<file path="config.mk">
export PLATFORM = sky130hd
export DESIGN_NAME = ptfa_cfg
export DESIGN_NICKNAME = d
export VERILOG_FILES = /design/src/rtl/ptfa_pkg.sv /design/src/rtl/ptfa_cfg.sv
export SDC_FILE = /design/constraint.sdc
export NUM_CORES = 1
export LEC_CHECK = 0
export ABC_AREA = 1
export BUFFER_PORTS_ARGS = -buffer_cell sky130_fd_sc_hd__buf_2
export CORE_MARGIN = 2
export CORE_UTILIZATION = 35
export CTS_BUF_LIST = sky130_fd_sc_hd__clkbuf_4
export DETAILED_ROUTE_END_ITERATION = 10
export GPL_TIMING_DRIVEN = 0
export PLACE_DENSITY = 0.71
export SLEW_MARGIN = 40
export SYNTH_ARGS = -nofsm -noshare
export SYNTH_HDL_FRONTEND = slang
export SYNTH_SLANG_ARGS = --single-unit
</file>
<file path="constraint.sdc">
create_clock -name clk -period 0.8 [get_ports clk]
set_input_delay 0.04 -clock clk [delete_from_list [all_inputs] [get_ports clk]]
set_output_delay 0.04 -clock clk [all_outputs]
set_load 0.01 [all_outputs]
</file>
<file path="src/rtl/ptfa_pkg.sv">
// shared types, codes and sizing constants for the partition table fit allocator
// no dependencies; every other rtl file refers to it by scoped names
package ptfa_pkg;

	// defaults for the top-level parameters
	localparam int DEF_TABLE_SLOTS  = 4;
	localparam int DEF_ADDRESS_BITS = 48;

	// fixed field widths
	localparam int DISK_SIZE_W    = 48;
	localparam int FIRST_USABLE_W = 16;
	localparam int NAME_W         = 64;
	localparam int AMOUNT_W       = 32;
	localparam int APB_DATA_W     = 64;
	localparam int APB_ADDR_W     = 4;

	// a 32-bit magnitude (at most 2^31) scaled by up to 2^20
	localparam int KIB_SHIFT = 10;
	localparam int MIB_SHIFT = 20;
	localparam int DELTA_W   = AMOUNT_W + MIB_SHIFT;

	// register select taken from paddr bit 3 (registers sit 8 bytes apart)
	localparam logic REG_DISK_SIZE    = 1'b0;
	localparam logic REG_FIRST_USABLE = 1'b1;

	typedef enum logic [1:0] {
		KIND_CREATE = 2'd0,
		KIND_DELETE = 2'd1,
		KIND_RESIZE = 2'd2
	} kind_e;

	typedef enum logic [1:0] {
		FIT_FIRST = 2'd0,
		FIT_BEST  = 2'd1,
		FIT_WORST = 2'd2
	} fit_e;

	typedef enum logic [1:0] {
		UNIT_BYTES = 2'd0,
		UNIT_KIB   = 2'd1,
		UNIT_MIB   = 2'd2
	} unit_e;

	typedef enum logic [3:0] {
		ST_OK         = 4'd0,
		ST_BAD_SIZE   = 4'd1,
		ST_EXT_EXISTS = 4'd2,
		ST_FULL       = 4'd3,
		ST_DUP        = 4'd4,
		ST_NO_SPACE   = 4'd5,
		ST_NOT_FOUND  = 4'd6,
		ST_MOUNTED    = 4'd7,
		ST_SHRINK     = 4'd8,
		ST_NO_ROOM    = 4'd9
	} status_t;

	// table update for one request, at most one bit set
	typedef struct packed {
		logic create;
		logic remove;
		logic resize;
	} tbl_op_t;

	// bits needed to index n things, never below one
	function automatic int idx_w(input int n);
		return (n > 1) ? $clog2(n) : 1;
	endfunction

endpackage

</file>
<file path="src/rtl/ptfa_cfg.sv">
// apb register block holding disk size and first usable byte
// depends on ptfa_pkg
module ptfa_cfg #(
	parameter int ADDRESS_BITS = ptfa_pkg::DEF_ADDRESS_BITS
) (
	input  logic                                  clk,
	input  logic                                  arst_n,
	input  logic                                  psel,
	input  logic                                  penable,
	input  logic                                  pwrite,
	input  logic [ptfa_pkg::APB_ADDR_W-1:0]       paddr,
	input  logic [ptfa_pkg::APB_DATA_W-1:0]       pwdata,
	output logic [ptfa_pkg::APB_DATA_W-1:0]       prdata,
	output logic                                  pready,
	output logic [ADDRESS_BITS-1:0]               disk_size,
	output logic [ptfa_pkg::FIRST_USABLE_W-1:0]   first_usable
);

	logic [ADDRESS_BITS-1:0]             disk_q;
	logic [ptfa_pkg::FIRST_USABLE_W-1:0] first_q;
	logic                                wr_en;

	assign wr_en  = psel && penable && pwrite;
	assign pready = 1'b1;

	always_ff @(posedge clk or negedge arst_n) begin
		if (!arst_n) begin
			disk_q  <= '0;
			first_q <= '0;
		end else if (wr_en) begin
			unique case (paddr[3])
				ptfa_pkg::REG_DISK_SIZE: begin
					disk_q <= ADDRESS_BITS'(pwdata[ptfa_pkg::DISK_SIZE_W-1:0]);
				end
				ptfa_pkg::REG_FIRST_USABLE: begin
					first_q <= pwdata[ptfa_pkg::FIRST_USABLE_W-1:0];
				end
				default: begin
				end
			endcase
		end
	end

	always_comb begin
		unique case (paddr[3])
			ptfa_pkg::REG_DISK_SIZE:    prdata = ptfa_pkg::APB_DATA_W'(disk_q);
			ptfa_pkg::REG_FIRST_USABLE: prdata = ptfa_pkg::APB_DATA_W'(first_q);
			default:                    prdata = '0;
		endcase
	end

	assign disk_size    = disk_q;
	assign first_usable = first_q;

endmodule

</file>
==> impl_metrics.sql <==
INSERT INTO impl_metrics (metric_group, metric, value, unit) VALUES
('floorplanning', 'die_h', '98.48', 'µm'),
('floorplanning', 'standard_cell_core_area', '8678', 'µm²'),
('setup_path', 'setup.worst_path.end_class', 'output port', ''),
('route', 'detail_route.vias_per_cell', '4.546', ''),
('timing', 'slew_headroom', '65.86', '%'),
('outcome', 'result_of_the_run', 'finished with violations', ''),
('floorplanning', 'boundaryPins', '202', ''),
('global_route', 'grt_pass1_vias', '3466', ''),
('min_path', 'worstHoldPathType', 'input port to register', ''),
('cells_and_area', 'finalInstanceArea', '5353', 'µm²'),
('yosys', 'share_of_synthesized_cell_area_in_and_or_nand_and_nor_gates', '36.12', '%'),
('power_and_ir_drop', 'ir_worst_vdd', '0.9757', 'mV'),
('setup_path', 'worstPathMaxFanout', '3', ''),
('timing', 'fin_hold_ws', '0.04603', 'ns'),
('clocking', 'clock_tree.buffer_depth', '2', ''),
('yosys', 'cell_type_with_the_highest_aggregate_area_in_the_netlist', 'sky130_fd_sc_hd__dfrtp_1', ''),
('power_and_ir_drop', 'power', '0.01099', 'W'),
('yosys', 'synth_cell_type_count', '11', ''),
('yosys', 'post_synth_xor_area_fraction', '0', '%'),
('yosys', 'synth_top_family_by_area', 'simple AND/OR/NAND/NOR gates', ''),
('cells_and_area', 'final_layout_size_suffix_gt1_share', '38.87', '%'),
('cells_and_area', 'layout.cells.most_common_list', '172 x sky130_fd_sc_hd__nand2_1, 166 x sky130_fd_sc_hd__buf_2, 64 x sky130_fd_sc_hd__nand3_1, 64 x sky130_fd_sc_hd__dfrtp_1', ''),
('setup_path', 'crit_path_top_delay_cell', 'sky130_fd_sc_hd__dfrtp_1', ''),
('cells_and_area', 'fin_nets', '778', ''),
('clocking', 'cts.reportedPaths.clkPinSlew', '0.12', 'ns'),
('clocking', 'cts_made_buffers', '9', ''),
('clocking', 'clock_tree.root_cell', 'sky130_fd_sc_hd__clkbuf_4', ''),
('yosys', 'synth.top_cells.by_area', 'sky130_fd_sc_hd__dfrtp_1 51%, sky130_fd_sc_hd__nand2_1 21%, sky130_fd_sc_hd__nand3_1 10%', ''),
('timing', 'fin_tns_setup', '-28.71', 'ns'),
('route', 'count_of_nets_left_with_antenna_violations_after_detail_routing', '0', ''),
('floorplanning', 'core.rowCount', '34', ''),
('timing', 'rsz0062_at_grt', 'yes', ''),
('floorplanning', 'die_w', '98.48', 'µm'),
('place', 'dpl_worst_slack', '-0.3167', 'ns'),
('power_and_ir_drop', 'cell_internal_pwr', '0.007328', 'W'),
('yosys', 'synth.avg_cell_area', '7.456', 'µm²'),
('timing', 'max_freq', '0.8552', 'GHz'),
('timing', 'post-route-period-util', '146.2', '%'),
('floorplanning', 'initial_utilization', '36.00', '%'),
('place', 'detailed_place_hpwl', '7350', 'µm'),
('clocking', 'ctsHtreeMaxLevel', '3', ''),
('power_and_ir_drop', 'sw_share', '33.30', '%'),
('timing', 'post-route-min-period', '1.169', 'ns'),
('global_route', 'grt_antenna_before_repair', '0', ''),
('route', 'avgRoutedWirePerCell', '13.67', 'µm'),
('power_and_ir_drop', 'total_switching_power', '0.003659', 'W'),
('yosys', 'synth_area', '3124', 'µm²'),
('setup_path', 'crit_type', 'register to output port', ''),
('clocking', 'cts_tree', 'yes', ''),
('clocking', 'clock_insertion_delay_worst_skew', '0.40', 'ns'),
('place', 'globalplace.congestion', '0.7934', ''),
('setup_path', 'cp.buffers_inverters', '2', ''),
('setup_path', 'required', '0.76', 'ns'),
('global_route', 'grt_pass1_wl', '16870', 'µm'),
('timing', 'postLayoutSetupSlackWorst', '-0.3693', 'ns'),
('power_and_ir_drop', 'power_frac_seq', '39.5', '%'),
('global_route', 'aggregate_global_routing_overflow', '0', ''),
('cells_and_area', 'num_antenna_cells', '0', ''),
('outcome', 'violations', 'setup timing', ''),
('timing', 'timing.final.hold_violations', '0', ''),
('setup_path', 'cp-start-kind', 'register', ''),
('setup_path', 'critical-path-top-delay-family', 'flip-flops', ''),
('setup_path', 'cp_cell_sequence', 'inv_1 > nor2_2 > buf_2', ''),
('timing', 'clock-skew-final', '0', 'ns'),
('place', 'placed_area', '4164', 'µm²'),
('timing', 'final-setup-viol-count', '116', ''),
('setup_path', 'crit_path_max_incr_delay', '0.41', 'ns'),
('power_and_ir_drop', 'static-leakage-power', '3.224', 'nW'),
('route', 'route.detailed.drc', '0', ''),
('cells_and_area', 'area_growth', '71.33', '%'),
('yosys', 'muxShareOfSynthArea', '0', '%');
==> kinds of logic after synthesis <==
family,count (synthesis)
other,2
AND/OR/NAND/NOR,276
buffers and inverters,77
flip-flops,64
==> worst paths after layout <==
kind                                       from         endpoint  cells after the start  slack [ns]
worst max-delay path              disk_size[23]       prdata[23]                      3       -0.37
worst min-delay path                     pwrite    disk_size[43]                      5        0.05
worst max register to register    disk_size[26]    disk_size[26]                      5       -0.13
worst min register to register  first_usable[7]  first_usable[7]                      2        0.51
max in group asynchronous                arst_n  first_usable[5]                      3        0.17
min in group asynchronous                arst_n    disk_size[34]                      2        0.09
==> layout make-up <==
class	count	area, µm²
Timing Repair Buffer	260	1856
Buffer	43	259.0
Inverter	34	127.6
Multi-Input combinational cell	293	1210
Clock inverter	5	81.33
Tap cell	108	135.1
Fill cell	792	3326
Sequential cell	64	1602
Clock buffer	11	82.58
==> tightest hold or removal path, delay by kind of cell <==
kind / cells / cell delay (ns)
simple gates: 3 / 0.20
buf+inv: 2 / 0.19
==> per-stage QoR <==
stage,instances,utilization [%]
2_1_floorplan,434,-
3_3_place_gp,707,47.72
3_5_place_dp,708,47.98
4_1_cts,790,57.40
5_1_grt,818,61.68
6_report,818,61.68
==> registers in the layout, summed over array words and instances, names as in the netlist <==
register      cells
disk_size        48
first_usable     16
==> layer usage <==
layer	up-vias	wire length (µm)	GRT usage, %
met5	-	0	0
met3	17	702	3.972
met2	151	5727	38.20
met1	1729	4582	26.75
li1	1822	-	-
met4	0	167	6.322
==> Yosys cell counts <==
master	n
sky130_fd_sc_hd__conb_1	2
sky130_fd_sc_hd__nand4_1	2
sky130_fd_sc_hd__nand2_1	177
sky130_fd_sc_hd__buf_4	19
sky130_fd_sc_hd__nor2_1	32
sky130_fd_sc_hd__dfrtp_1	64
sky130_fd_sc_hd__nand3_1	64
sky130_fd_sc_hd__nor2_4	1
sky130_fd_sc_hd__buf_2	21
sky130_fd_sc_hd__clkbuf_1	3
sky130_fd_sc_hd__inv_1	34
==> repair_timing <==
| item | CTS | global route |
|---|---|---|
| hold endpoints to repair | 128 | 0 |
| pin swaps | 10 | 15 |
| resized for setup | 6 | 38 |
| setup buffers | 17 | 28 |
| hold buffers | 49 | 0 |
| setup endpoints to repair | 112 | 115 |
==> power groups by stage <==
stage               Sequential, W  Clock [W]  Combinational (W)
floorplan                 0.00461          0            0.00119
global placement          0.00436          0            0.00282
detailed placement        0.00440          0            0.00289
CTS                       0.00432    0.00261            0.00339
global route              0.00441    0.00273            0.00451
finish                    0.00434    0.00252            0.00412
Power figures use the tool's default switching activity.
