[src/rtl/ptfa_pkg.sv]
// shared types, codes and sizing constants for the partition table fit allocator
// no dependencies; every other rtl file refers to it by scoped names
package ptfa_pkg;

	// defaults for the top-level parameters
	localparam int DEF_TABLE_SLOTS  = 4;
	localparam int DEF_ADDRESS_BITS = 48;

	// fixed field widths
	localparam int DISK_SIZE_W    = 48;
	localparam int FIRST_USABLE_W = 16;
	localparam int NAME_W         = 64;
	localparam int AMOUNT_W       = 32;
	localparam int APB_DATA_W     = 64;
	localparam int APB_ADDR_W     = 4;

	// a 32-bit magnitude (at most 2^31) scaled by up to 2^20
	localparam int KIB_SHIFT = 10;
	localparam int MIB_SHIFT = 20;
	localparam int DELTA_W   = AMOUNT_W + MIB_SHIFT;

	// register select taken from paddr bit 3 (registers sit 8 bytes apart)
	localparam logic REG_DISK_SIZE    = 1'b0;
	localparam logic REG_FIRST_USABLE = 1'b1;

	typedef enum logic [1:0] {
		KIND_CREATE = 2'd0,
		KIND_DELETE = 2'd1,
		KIND_RESIZE = 2'd2
	} kind_e;

	typedef enum logic [1:0] {
		FIT_FIRST = 2'd0,
		FIT_BEST  = 2'd1,
		FIT_WORST = 2'd2
	} fit_e;

	typedef enum logic [1:0] {
		UNIT_BYTES = 2'd0,
		UNIT_KIB   = 2'd1,
		UNIT_MIB   = 2'd2
	} unit_e;

	typedef enum logic [3:0] {
		ST_OK         = 4'd0,
		ST_BAD_SIZE   = 4'd1,
		ST_EXT_EXISTS = 4'd2,
		ST_FULL       = 4'd3,
		ST_DUP        = 4'd4,
		ST_NO_SPACE   = 4'd5,
		ST_NOT_FOUND  = 4'd6,
		ST_MOUNTED    = 4'd7,
		ST_SHRINK     = 4'd8,
		ST_NO_ROOM    = 4'd9
	} status_t;

	// table update for one request, at most one bit set
	typedef struct packed {
		logic create;
		logic remove;
		logic resize;
	} tbl_op_t;

	// bits needed to index n things, never below one
	function automatic int idx_w(input int n);
		return (n > 1) ? $clog2(n) : 1;
	endfunction

endpackage

[src/rtl/ptfa_table.sv]
// partition entry registers with create, delete and resize updates
// depends on ptfa_pkg
module ptfa_table #(
	parameter int TABLE_SLOTS  = ptfa_pkg::DEF_TABLE_SLOTS,
	parameter int ADDRESS_BITS = ptfa_pkg::DEF_ADDRESS_BITS
) (
	input  logic                                      clk,
	input  logic                                      arst_n,
	input  ptfa_pkg::tbl_op_t                         op,
	input  logic [ptfa_pkg::idx_w(TABLE_SLOTS)-1:0]   wr_slot,
	input  logic                                      wr_ext,
	input  logic [ADDRESS_BITS-1:0]                   wr_start,
	input  logic [ADDRESS_BITS-1:0]                   wr_size,
	input  logic [ptfa_pkg::NAME_W-1:0]               wr_name,
	output logic [TABLE_SLOTS-1:0]                    valid,
	output logic [TABLE_SLOTS-1:0]                    ext,
	output logic [ADDRESS_BITS-1:0]                   start [TABLE_SLOTS],
	output logic [ADDRESS_BITS-1:0]                   size [TABLE_SLOTS],
	output logic [ptfa_pkg::NAME_W-1:0]               name [TABLE_SLOTS]
);

	localparam int SW = ptfa_pkg::idx_w(TABLE_SLOTS);

	logic [TABLE_SLOTS-1:0]          valid_q;
	logic [TABLE_SLOTS-1:0]          ext_q;
	logic [ADDRESS_BITS-1:0]         start_q [TABLE_SLOTS];
	logic [ADDRESS_BITS-1:0]         size_q [TABLE_SLOTS];
	logic [ptfa_pkg::NAME_W-1:0]     name_q [TABLE_SLOTS];

	// flags
	always_ff @(posedge clk or negedge arst_n) begin
		if (!arst_n) begin
			valid_q <= '0;
			ext_q   <= '0;
		end else begin
			for (int i = 0; i < TABLE_SLOTS; i++) begin
				if (wr_slot == SW'(i)) begin
					if (op.create) begin
						valid_q[i] <= 1'b1;
						ext_q[i]   <= wr_ext;
					end else if (op.remove) begin
						valid_q[i] <= 1'b0;
						ext_q[i]   <= 1'b0;
					end
				end
			end
		end
	end

	// payload, only read behind a valid bit
	always_ff @(posedge clk) begin
		for (int i = 0; i < TABLE_SLOTS; i++) begin
			if (wr_slot == SW'(i)) begin
				if (op.create) begin
					start_q[i] <= wr_start;
					size_q[i]  <= wr_size;
					name_q[i]  <= wr_name;
				end else if (op.resize) begin
					size_q[i] <= wr_size;
				end
			end
		end
	end

	assign valid = valid_q;
	assign ext   = ext_q;
	assign start = start_q;
	assign size  = size_q;
	assign name  = name_q;

endmodule

[config.mk]
export PLATFORM = sky130hd
export DESIGN_NAME = ptfa_table
export DESIGN_NICKNAME = d
export VERILOG_FILES = /design/src/rtl/ptfa_pkg.sv /design/src/rtl/ptfa_table.sv
export SDC_FILE = /design/constraint.sdc
export NUM_CORES = 1
export LEC_CHECK = 0
export BUFFER_PORTS_ARGS = -buffer_cell sky130_fd_sc_hd__buf_2
export CAP_MARGIN = 20
export CORE_AREA = 4 4 314 316
export CTS_BUF_LIST = sky130_fd_sc_hd__clkbuf_16
export CTS_CLUSTER_SIZE = 10
export DETAILED_ROUTE_END_ITERATION = 16
export DIE_AREA = 0 0 318 320
export SLEW_MARGIN = 20
export SYNTH_ARGS = -nofsm -noshare
export SYNTH_HDL_FRONTEND = slang
export SYNTH_SLANG_ARGS = --single-unit
[constraint.sdc]
create_clock -name clk -period 0.8 [get_ports clk]
set_input_delay 0.16 -clock clk [delete_from_list [all_inputs] [get_ports clk]]
set_output_delay 0.16 -clock clk [all_outputs]
set_load 0.01 [all_outputs]
==> flow_summary.ini, run 1 <==
[outcome]
status = complete, but fails checks
violations = negative setup slack

[detailed_routing]
ant_nets = 0
wl_um = 71500
viasPerCell = 3.81
vias = 12100
first_iter_violations = 804
wl_per_cell_um = 22.6
drt_pass1_iterations = 5
drc = 0

[synthesis]
synthCells = 681
yosys_warnings = 0
ys_top_cells_by_area = edfxtp_1 98%, dfrtp_1 1.0%, o21ai_0 0.18%
yosys.cell_types.count = 15
netlist.top_cell.by_area = edfxtp_1
seq_area_frac_synth_pct = 99.1
synthesis.area_sq_mm = 0.0196
syn_nets = 849
ys_ff_latch = 648
synth_top_area_share_pct = 98.1
avgSynthCellArea_sq_um = 28.8

[global_routing]
grt_pass1_vias = 12900
grt_max_degree = 49
antenna_found_initial = 18
groute.usage.overall_pct = 13.4
overflow = 0
grt_pass1_wl_um = 98000

[sta]
skew_ps = 0
period_share_pct = 176
hold_ws_ps = 81.2
relSlewSlack_pct = 77.0
setup_slack_ps = -612
setup_viol = 692
rsz0062_at_grt = true
clock.fmax_mhz = 708
layout_min_cycle_time_ps = 1410
drv_slew = 0
tns_ps = -317680
hold_violations = 0
tightest_slew_ps = 345

[run]
drv_cap = 0

[worst_setup_path]
worstPathCellList = buf_2
cp-end-kind = primary output
critPathTopFamily = flip-flops
cpPeakStageDelay_ps = 460
critPathArrivalTime_ps = 1250
path_buf_inv = 1
required_ps = 640
critPathSlowestCell = edfxtp_1
criticalPathCategory = flip-flop to primary output
path_max_fanout = 1
worstSetupStartpointType = flip-flop

[place]
placed_area_sq_mm = 0.0264
pre_cts_ws_ps = -732
place.gp.congestion = 0.854
dp_cells = 2879
port_buffers = 815
hpwl_um = 54800

[final_layout]
fillCellCount = 9180
post-route-util_pct = 31.9
drive_gt1_share_pct = 54.9
layout_common_cells = 770 x buf_2, 640 x edfxtp_1, 171 x dlygate4sd3_1
multiInputGateArea_sq_um = 293
mostFrequentLayoutCell = buf_2
synthToLayoutAreaGrowth_pct = 56.0
final_area_sq_mm = 0.0306
final_cells = 3166
seqCellArea_sq_mm = 0.0194
num-nets-final = 2026

[floorplanning]
rows = 114
die_h_um = 320
fp.dieW_um = 318
initial_core_util_pct = 20.4
die_area_sq_mm = 0.102
io_pins = 816
core_area_sq_mm = 0.0960

[min_path]
min_path_type = input pin to flip-flop

[power]
swShare_pct = 22.1
ir_worst_vdd_v = 0.00166
finalPower_mw = 75.8
p_int_mw = 59.0
switchingPower_mw = 16.7
p_clk_share_pct = 39.0
comb_power_share_pct = 8.1
power_density_mw_per_mm2 = 2480
seqPwrFrac_pct = 52.9
p_leak_nw = 11.8

[cts]
htreeDepth = 3
root_buffer = clkbuf_16
cts_made_buffers = 76
cts_tree = built
clk_latency_ps = 610
clk_path_buf_depth = 3
cts.sinks = 648
path_clk_slew_ps = 60
cell families after synthesis:
group	after synthesis	share of synthesized area, %
flops	648	99.1
simple gates	21	0.543
compound gates	12	0.383
final cells by class:
type | count | area share (%)
Clock buffer | 76 | 6.22
Multi-Input combinational cell | 33 | 0.958
Clock inverter | 22 | 0.561
Timing Repair Buffer | 1099 | 23.4
Tap cell | 1276 | 5.22
Sequential cell | 648 | 63.5
Antenna cell | 12 | 0.0982
flip-flops by register name, indices dropped and copies added (netlist names):
register and cells:
name 256, size 192, ext 4, valid 4
start 192
path summary, 6_finish.rpt:
check	start	end	slack (ps)	cells past startpoint
setup / recovery	start[61]	start[61]	-610	1
hold reg to reg	valid[3]	valid[3]	510	1
max in group asynchronous	arst_n	valid[3]	0	3
setup reg to reg	ext[0]	ext[0]	-60	2
min in group asynchronous	arst_n	ext[1]	590	3
hold / removal	wr_slot[0]	ext[3]	80	5
what timing repair did:
action,CTS,global route
setup endpoints to repair,753,665
gates resized for setup,35,37
cloned,0,1
endpoints found under the hold margin,656,1
hold buffers,170,1
buffers inserted,4,1
synth_stat cells, drive strengths merged:
cell type,n
edfxtp,640
nand2b,2
nand3,1
a32o,1
nor3,1
a21o,4
nor2b,2
nand2,5
o21ai,7
nor2,6
dfrtp,8
and2,3
and3,1
power by group through the flow:
stage               Combinational (mW)  Sequential [mW]  Clock, mW
floorplan                        0.483             41.5          0
global placement                  5.16             40.7          0
detailed placement                5.23             40.7          0
CTS                               6.13             40.1       30.3
global route                      6.53             40.2       31.8
finish                            6.14             40.1       29.6
metal layers:
layer  wire (um)  track usage, %  part of all wire [%]
met1       25900            14.7                    36
met2       36400            23.3                    51
met3        7060            5.09                   9.9
met4        2100            5.40                   2.9
met5          10               0                 0.014
Note: power is estimated with default switching activity, not from simulation.
==> inputs of run 2 (changes only) <==
--- a/config.mk
+++ b/config.mk
@@ -12,6 +12,7 @@
 export CTS_CLUSTER_SIZE = 10
 export DETAILED_ROUTE_END_ITERATION = 16
 export DIE_AREA = 0 0 318 320
+export GPL_TIMING_DRIVEN = 0
 export SLEW_MARGIN = 20
 export SYNTH_ARGS = -nofsm -noshare
 export SYNTH_HDL_FRONTEND = slang
==> constraint.sdc (replaced) <==
create_clock -name clk -period 0.8 [get_ports clk]
set_input_delay 0.16 -clock clk [delete_from_list [all_inputs] [get_ports clk]]
set_output_delay 0.16 -clock clk [all_outputs]
set_load 0.05 [all_outputs]
==> run 2 against run 1 <==
- the flow still finishes with violations (negative setup slack)
- sequential power hardly changed
- final cell count is 0.57% lower
- hold slack got worse by 51 ps
- global-route usage grew 0.94 points
- critical endpoint is now start[49]
- largest power group unchanged
==> flow_summary.ini, run 2 (same netlist as run 1, synthesis figures left out) <==
[min_path]
min_path_type = input pin to flip-flop

[sta]
setup_slack_ps = -618
skew_ps = 0
layout_min_cycle_time_ps = 1420
tightest_slew_ps = 752
setup_viol = 786
clock.fmax_mhz = 705
tns_ps = -346560
period_share_pct = 177
hold_violations = 0
rsz0062_at_grt = true
drv_slew = 0
relSlewSlack_pct = 49.9

[detailed_routing]
wl_um = 77900
viasPerCell = 3.93
drt_pass1_iterations = 4
vias = 12400
wl_per_cell_um = 24.7
first_iter_violations = 941
drc = 0
ant_nets = 0

[worst_setup_path]
worstPathCellList = buf_6
cpPeakStageDelay_ps = 430
critPathSlowestCell = edfxtp_1
critPathArrivalTime_ps = 1260
cp-end-kind = primary output
criticalPathCategory = flip-flop to primary output
worstSetupStartpointType = flip-flop
path_max_fanout = 1
path_buf_inv = 1
critPathTopFamily = flip-flops
required_ps = 640

[place]
port_buffers = 815
hpwl_um = 49800
placed_area_sq_mm = 0.0258
place.gp.congestion = 0.815

[floorplanning]
core_area_sq_mm = 0.0960
initial_core_util_pct = 20.4
fp.dieW_um = 318
die_h_um = 320
die_area_sq_mm = 0.102
io_pins = 816
rows = 114

[global_routing]
antenna_found_initial = 17
groute.usage.overall_pct = 14.3
grt_pass1_wl_um = 104000
grt_pass1_vias = 13100
grt_max_degree = 51
overflow = 0

[cts]
cts_made_buffers = 76
htreeDepth = 3
root_buffer = clkbuf_16
cts.sinks = 648
path_clk_slew_ps = 60
cts_tree = built
clk_latency_ps = 610
clk_path_buf_depth = 3

[power]
power_density_mw_per_mm2 = 2420
finalPower_mw = 84.6
p_leak_nw = 13.3
ir_worst_vdd_v = 0.00182

[outcome]
status = complete, but fails checks
violations = negative setup slack

[final_layout]
final_area_sq_mm = 0.0349
num-nets-final = 2017
mostFrequentLayoutCell = buf_6
layout_common_cells = 658 x buf_6, 640 x edfxtp_1, 167 x dlygate4sd3_1
drive_gt1_share_pct = 55.1
synthToLayoutAreaGrowth_pct = 78.0
largest_reg_flops = 256

[run]
drv_cap = 0
run 2: cell type report:
| cell class | count | area, sq um |
|---|---|---|
| fillers | 8588 | 61100 |
| well taps | 1276 | 1600 |
| clock buffers | 77 | 1930 |
| flip-flops and latches | 648 | 19400 |
| multi-input cells | 37 | 314 |
| clock inverters | 17 | 175 |
| repair buffers | 1086 | 11400 |
| diodes | 7 | 17.5 |
run 2: path summary, 6_finish.rpt:
check	slack, ps	start	end	cells past startpoint
setup / recovery	-620	start[49]	start[49]	1
hold / removal	30	wr_slot[1]	valid[3]	4
setup reg to reg	-50	ext[0]	ext[0]	2
hold reg to reg	560	ext[3]	ext[3]	2
max in group asynchronous	40	arst_n	ext[1]	3
min in group asynchronous	570	arst_n	ext[2]	3
run 2: per-layer routing:
metal	global-route usage, %	vias to the layer above	wire length, um
met3	5.28	123	7580
met5	0	-	0
met4	4.99	0	2170
met2	25.1	823	39900
li1	-	5109	-
met1	16.1	6330	28200
run 2: power breakdown:
group	internal (mW)	switching, mW
Combinational	4.79	9.00
Sequential	39.4	0.961
Clock	17.5	12.9
run 2: through the flow:
| step | instances | hold WS (ps) | worst slack (ps) | utilization, % |
|---|---|---|---|---|
| after floorplan | 681 | -136 | -1030 | - |
| after global placement | 2772 | 18.1 | -2140 | 26.4 |
| after detailed placement | 2789 | 20.6 | -1440 | 26.9 |
| after CTS | 3093 | 8.92 | -759 | 35.7 |
| after global routing | 3143 | 8.55 | -717 | 36.3 |
| final | 3148 | 30.4 | -618 | 36.3 |
run 2: what timing repair did:
item / 4_1_cts / 5_1_grt
setup buffers: 23 / 37
resized for setup: 1317 / 31
hold buffers: 170 / 1
endpoints found under the setup margin: 1226 / 832
endpoints found under the hold margin: 659 / 1
cloned: 17 / 11
pin swaps: 7 / 4
